## config.mk

```make
export PLATFORM = sky130hd
export DESIGN_NAME = normalized_path_fnv1a_key_unit
export DESIGN_NICKNAME = d
export VERILOG_FILES = /design/src/rtl/nfk_pkg.sv /design/src/rtl/nfk_ctrl.sv /design/src/rtl/nfk_dp.sv /design/src/rtl/normalized_path_fnv1a_key_unit.sv
export SDC_FILE = /design/constraint.sdc
export NUM_CORES = 1
export LEC_CHECK = 0
export BUFFER_PORTS_ARGS = -buffer_cell sky130_fd_sc_hd__buf_4
export CAP_MARGIN = 10
export CORE_MARGIN = 4
export CORE_UTILIZATION = 60
export CTS_CLUSTER_DIAMETER = 120
export DETAILED_ROUTE_END_ITERATION = 8
export PLACE_DENSITY = 0.77
export RECOVER_POWER = 100
export SYNTH_ARGS = -nofsm -noshare
export SYNTH_HDL_FRONTEND = slang
export SYNTH_HIERARCHICAL = 1
export SYNTH_SLANG_ARGS = --single-unit
```

## constraint.sdc

```tcl
create_clock -name clk -period 16.4 [get_ports clk]
set_clock_uncertainty 0.1 [all_clocks]
set_input_delay 3.28 -clock clk [delete_from_list [all_inputs] [get_ports clk]]
set_output_delay 3.28 -clock clk [all_outputs]
set_load 0.05 [all_outputs]
```

## src/rtl/nfk_pkg.sv

```systemverilog
// Shared constants, types and the byte-mix function for the normalized path key unit.
package nfk_pkg;

	localparam logic [31:0] FNV_BASIS = 32'd2166136261;
	localparam logic [31:0] FNV_PRIME = 32'd16777619;
	localparam logic [31:0] KEY_ZERO_SUB = 32'd1;
	localparam logic [2:0] LEN_SAT = 3'd5;
	localparam logic [2:0] HOLD_DEPTH = 3'd4;

	// Controller to datapath commands
	typedef struct packed {
		logic take;    // accepted transaction carries a character
		logic arm;     // latch flush count for the ended path
		logic step;    // mix one held byte during flush
		logic finish;  // load key register and clear path state
	} nfk_cmd_t;

	// Datapath to controller status
	typedef struct packed {
		logic rem_zero;  // no held bytes left to mix
	} nfk_status_t;

	// Normalize one byte and do one FNV-1a step
	function automatic logic [31:0] fnv_mix(input logic [31:0] h, input logic [7:0] c);
		logic [7:0] v;
		v = c;
		if (v == 8'h2F) v = 8'h5C;
		if (v >= 8'h41 && v <= 8'h5A) v = v + 8'h20;
		fnv_mix = (h ^ {24'd0, v}) * FNV_PRIME;
	endfunction

endpackage

```

## src/rtl/nfk_ctrl.sv

```systemverilog
// Controller state machine: input acceptance, flush sequencing and output valid.
module nfk_ctrl import nfk_pkg::*; (
	input  logic        clk,
	input  logic        arst_n,
	input  logic        in_valid,
	output logic        in_ready,
	input  logic        no_char,
	input  logic        last,
	output logic        out_valid,
	input  logic        out_ready,
	input  nfk_status_t status,
	output nfk_cmd_t    cmd
);

	typedef enum logic [1:0] {
		ST_IDLE,
		ST_ARM,
		ST_FLUSH
	} state_t;

	state_t state_q;
	logic   out_valid_q;
	logic   in_fire;
	logic   out_free;

	assign in_ready  = (state_q == ST_IDLE);
	assign in_fire   = in_valid && in_ready;
	assign out_free  = !out_valid_q || out_ready;
	assign out_valid = out_valid_q;

	// Command decode
	always_comb begin
		cmd = '0;
		unique case (state_q)
			ST_IDLE:  cmd.take = in_fire && !no_char;
			ST_ARM:   cmd.arm = 1'b1;
			ST_FLUSH: begin
				cmd.step   = !status.rem_zero;
				cmd.finish = status.rem_zero && out_free;
			end
			default:  cmd = '0;
		endcase
	end

	// State and output valid
	always_ff @(posedge clk or negedge arst_n) begin
		if (!arst_n) begin
			state_q     <= ST_IDLE;
			out_valid_q <= 1'b0;
		end else begin
			if (cmd.finish) begin
				out_valid_q <= 1'b1;
			end else if (out_ready) begin
				out_valid_q <= 1'b0;
			end
			unique case (state_q)
				ST_IDLE:  if (in_fire && last) state_q <= ST_ARM;
				ST_ARM:   state_q <= ST_FLUSH;
				ST_FLUSH: if (cmd.finish) state_q <= ST_IDLE;
				default:  state_q <= ST_IDLE;
			endcase
		end
	end

endmodule

```

## src/rtl/nfk_dp.sv

```systemverilog
// Datapath: running hash, held byte window, length count, flush counter and key register.
module nfk_dp import nfk_pkg::*; (
	input  logic        clk,
	input  logic        arst_n,
	input  logic [7:0]  path_byte,
	input  nfk_cmd_t    cmd,
	output nfk_status_t status,
	output logic [31:0] key
);

	logic [31:0] hash_q;
	logic [7:0]  held_q [4];
	logic [2:0]  len_q;
	logic [2:0]  rem_q;
	logic [31:0] key_q;
	logic [31:0] mixed;
	logic        is_spr;
	logic        len_full;

	assign len_full = (len_q >= HOLD_DEPTH);
	assign mixed    = fnv_mix(hash_q, held_q[0]);

	// Raw ".spr" tail, either case for the letters
	assign is_spr = (held_q[0] == 8'h2E) &&
		(held_q[1] == 8'h73 || held_q[1] == 8'h53) &&
		(held_q[2] == 8'h70 || held_q[2] == 8'h50) &&
		(held_q[3] == 8'h72 || held_q[3] == 8'h52);

	assign status.rem_zero = (rem_q == 3'd0);
	assign key = key_q;

	// Hash, length and flush count
	always_ff @(posedge clk or negedge arst_n) begin
		if (!arst_n) begin
			hash_q <= FNV_BASIS;
			len_q  <= 3'd0;
			rem_q  <= 3'd0;
		end else begin
			if (cmd.take) begin
				if (len_full) hash_q <= mixed;
				if (len_q < LEN_SAT) len_q <= len_q + 3'd1;
			end
			if (cmd.arm) begin
				if (len_q == 3'd0 || (len_q > HOLD_DEPTH && is_spr)) begin
					rem_q <= 3'd0;
				end else if (len_q > HOLD_DEPTH) begin
					rem_q <= HOLD_DEPTH;
				end else begin
					rem_q <= len_q;
				end
			end
			if (cmd.step) begin
				hash_q <= mixed;
				rem_q  <= rem_q - 3'd1;
			end
			if (cmd.finish) begin
				hash_q <= FNV_BASIS;
				len_q  <= 3'd0;
			end
		end
	end

	// Held byte window, oldest first
	always_ff @(posedge clk) begin
		if (cmd.take) begin
			if (len_full) begin
				held_q[0] <= held_q[1];
				held_q[1] <= held_q[2];
				held_q[2] <= held_q[3];
				held_q[3] <= path_byte;
			end else begin
				held_q[len_q[1:0]] <= path_byte;
			end
		end else if (cmd.step) begin
			held_q[0] <= held_q[1];
			held_q[1] <= held_q[2];
			held_q[2] <= held_q[3];
		end
	end

	// Key register
	always_ff @(posedge clk) begin
		if (cmd.finish) begin
			if (len_q == 3'd0) begin
				key_q <= 32'd0;
			end else if (hash_q == 32'd0) begin
				key_q <= KEY_ZERO_SUB;
			end else begin
				key_q <= hash_q;
			end
		end
	end

endmodule

```

## src/rtl/normalized_path_fnv1a_key_unit.sv

```systemverilog
// Normalized path FNV-1a key unit: one byte per cycle outside the path-end flush, key at path end.
// Throughput: one path byte per cycle while a path streams in; one multiply per byte.
// Path end: the last transaction is followed by an arm state and a flush state that mixes
// each held byte (up to four), then the key loads into the output register once it is free.
// No input is taken from the last transaction until the key loads.
// Reset (arst_n low, asynchronous): idle, no key pending, hash at the offset basis.
module normalized_path_fnv1a_key_unit import nfk_pkg::*; (
	input  logic        clk,
	input  logic        arst_n,
	input  logic        in_valid,
	output logic        in_ready,
	input  logic [7:0]  path_byte,
	input  logic        no_char,
	input  logic        last,
	output logic        out_valid,
	input  logic        out_ready,
	output logic [31:0] key
);

	nfk_cmd_t    cmd;
	nfk_status_t status;

	nfk_ctrl u_ctrl (
		.clk       (clk),
		.arst_n    (arst_n),
		.in_valid  (in_valid),
		.in_ready  (in_ready),
		.no_char   (no_char),
		.last      (last),
		.out_valid (out_valid),
		.out_ready (out_ready),
		.status    (status),
		.cmd       (cmd)
	);

	nfk_dp u_dp (
		.clk       (clk),
		.arst_n    (arst_n),
		.path_byte (path_byte),
		.cmd       (cmd),
		.status    (status),
		.key       (key)
	);

	// At most one command per cycle
	a_cmd_onehot: assert property (@(posedge clk) disable iff (!arst_n)
		$onehot0({cmd.take, cmd.arm, cmd.step, cmd.finish}))
		else $error("more than one datapath command in a cycle");

	// Key loads only once all held bytes are mixed
	a_finish_done: assert property (@(posedge clk) disable iff (!arst_n)
		cmd.finish |-> status.rem_zero)
		else $error("key loaded before flush done");

	// A loaded key is presented next cycle
	a_finish_out: assert property (@(posedge clk) disable iff (!arst_n)
		cmd.finish |=> out_valid)
		else $error("key loaded but not presented");

	// Ending a path stops input until the flush finishes
	a_last_stall: assert property (@(posedge clk) disable iff (!arst_n)
		(in_valid && in_ready && last) |=> !in_ready)
		else $error("input taken while path flush pending");

endmodule

```

==> results.yml <==
run_status:
  status: "finished with violations"
  violations: "max-capacitance violations, max-slew violations"
global_routing:
  use_met2: 0.414
  track_usage: 0.244
  grt.busiest_layer: "met2"
  antenna_found_initial: 0
  grt_pass1_vias: 7380
  use_met1: 0.323
  grt_max_degree: 42
  grt_pass1_wl_um: 37300
  grt_use_met3: 0.0397
  grt_overflow: 0
floorplan:
  start_util: 0.616
  coreArea_mm2: 0.0166
  dieArea_mm2: 0.0193
  rows: 47
  die_w_um: 139
  chipHeight_um: 139
  io_pins: 48
synthesis:
  yosysTopAreaCellShare: 0.245
  synth_nets: 1271
  synth-async-reset-ratio: 0.390
  yosys-top-cells-area: "ha_1, edfxtp_1, fa_1, inv_1, dfrtp_1"
  synth_edf_count: 64
  ys_seq_area_frac: 0.289
  synth_area_per_cell_um2: 10.4
  synthCells: 982
  yosysWarnings: 6
  synth_area_mm2: 0.0103
  synthFlopType: "edfxtp_1"
  synth_top_area_cell: "ha_1"
  synth-seq-cells: 105
  yosysUniqueCellTypes: 62
cts:
  clockRootBuffer: "clkbuf_16"
  insertion_delay_ns: 0.36
  cts_max_level: 3
  cts_sinks: 105
  clkTransAtPathRegs_ns: 0.08
  clock_path_buffers: 2
  cts_resized: 0
  numCtsBuffers: 9
  cts_tree: "yes"
  cts.hold.buffers_added: 0
  cts_setup_buffers: 0
cells_and_area:
  areaGrowthSynthToFinish_pct: 7.32
  layout_commonest_cell: "inv_1"
  drive_gt1_frac: 0.0627
  most-common-layout-cells: "inv_1, ha_1, fa_1"
  n_antenna_cell: 0
  final_nets: 1321
critical_path:
  startpoint_type: "register"
  rr_startpoint: "u_dp/held_q[0][0]"
  cp_data_required_time_ns: 16.56
  crit_start: "u_dp/held_q[0][0]"
  end_kind: "register"
  arrival_ns: 7.33
  criticalPathCategory: "register to register"
  path_max_fanout: 6
routing:
  via_count: 7037
  drt_iter0_drc: 673
  firstDrtPassIters: 5
  wirelength_um: 22900
  wire_per_inst_um: 18.2
  ant_nets: 0
  post_drt_via_cell_ratio: 5.60
  drcViolationCount: 0
sta:
  maxSlewHeadroom: -0.587
  fin_tns_setup_ns: 0
  slew_violations: 113
  setup_viol: 0
  fmax_ghz: 0.139
  worst_pin_slew_ns: 2.38
  report.final.hold_viol_count: 0
  fin_crit_sh: 0.437
  rsz0062_at_grt: "no"
  min_period_ns: 7.17
placed_design:
  place.gp.congestion: 0.915
  hpwl_um: 18600
  portBuffers: 47
worst_hold_path:
  min_from: "u_dp/rem_q[0]"
  hold_path_class: "register to register"
flow_run:
  maxCapViolCount: 4
[synthesized netlist by cell type (all sizes together), types with 2 or more instances]
cell and number:
nor4b 6, ha 201, mux2 24, and3 3, o21bai 4, o21ai 20
edfxtp 64, nor2b 8, a2111oi 2, nand3 5, a22o 3, and2 19
o211ai 5, dfstp 14, nor4 3, o22a 6, fa 74, o21a 7
a211oi 5, inv 238, a311oi 2, clkbuf 14, nand3b 2, a21o 6
nand2 31, o31ai 2, nor4bb 2, nand2b 7, a21oi 31, a22oi 8
dfrtp 27, xnor2 32, xor2 15, nor2 28, o22ai 10, a31oi 5
nand4 5, nor3 23, or3 2
[stage by stage]
stage / hold slack [ns] / std cells / setup slack [ns] / cell area [um2] / utilization
after global routing: 0.364 / 1257 / 8.91 / 11000 / 0.661
after detailed placement: 0.341 / 1241 / 9.48 / 10900 / 0.655
final: 0.353 / 1257 / 9.23 / 11000 / 0.661
after floorplan: 0.323 / 982 / 10.17 / 10300 / -
after global placement: 0.336 / 1241 / 9.59 / 10900 / 0.655
after CTS: 0.350 / 1257 / 9.42 / 11200 / 0.673
[path summary, 6_finish.rpt]
check / endpoint / slack, ns / cells past startpoint
min in group asynchronous: u_ctrl/out_valid / 3.53 / 1
worst max register to register: u_dp/hash_q[28] / 9.23 / 20
max in group asynchronous: u_dp/hash_q[22] / 11.30 / 1
worst min register to register: u_dp/rem_q[0] / 0.35 / 1
worst max-delay path: u_dp/hash_q[28] / 9.23 / 20
worst min-delay path: u_dp/rem_q[0] / 0.35 / 1
[sequential cells by signal, indices dropped and copies added (netlist names)]
signal	cells
u_ctrl/out_valid	1
u_dp/held_q	32
u_dp/key	32
u_ctrl/state_q	2
u_dp/hash_q	32
u_dp/rem_q	3
u_dp/len_q	3
[worst max-delay path, stage by stage (launching register included)]
cell	delay [ns]
edfxtp_1	0.47
a21oi_1	0.17
o22ai_1	0.10
nor4b_1	0.44
nand2_1	0.13
xnor2_1	0.74
ha_1	0.38
ha_1	0.29
ha_1	0.20
fa_1	0.48
ha_1	0.29
inv_1	0.05
fa_1	0.53
inv_1	0.04
ha_1	0.24
a2111oi_0	1.08
a2111oi_0	0.31
a31oi_1	0.43
o22ai_1	0.21
o21a_1	0.20
o211ai_1	0.19
[per-layer routing]
metal  share of wire  wire length [um]
met1            0.43              9860
met2            0.49             11200
met3           0.053              1230
met4           0.027               609
met5               0                 0
[kinds of logic (layout without fill, tap and decap cells)]
group,Yosys count,in the layout,synth area share
compound gates,129,129,0.0849
xor+xnor,47,47,0.0401
fa+ha+maj,275,275,0.390
buf+inv,252,307,0.0922
flops,105,105,0.289
mux,24,24,0.0263
simple gates,150,150,0.0777
[area by class of cell]
| cell class | count | area [um2] |
|---|---|---|
| well taps | 220 | 275 |
| multi-input cells | 625 | 6340 |
| clock buffers | 9 | 225 |
| clock inverters | 7 | 80.1 |
| flip-flops and latches | 105 | 2970 |
| fillers | 1335 | 5630 |
| inverters | 238 | 893 |
| repair buffers | 53 | 229 |
Power is not shown: default switching activity piles up to over one toggle a cycle in this logic, so the estimate is an artifact.
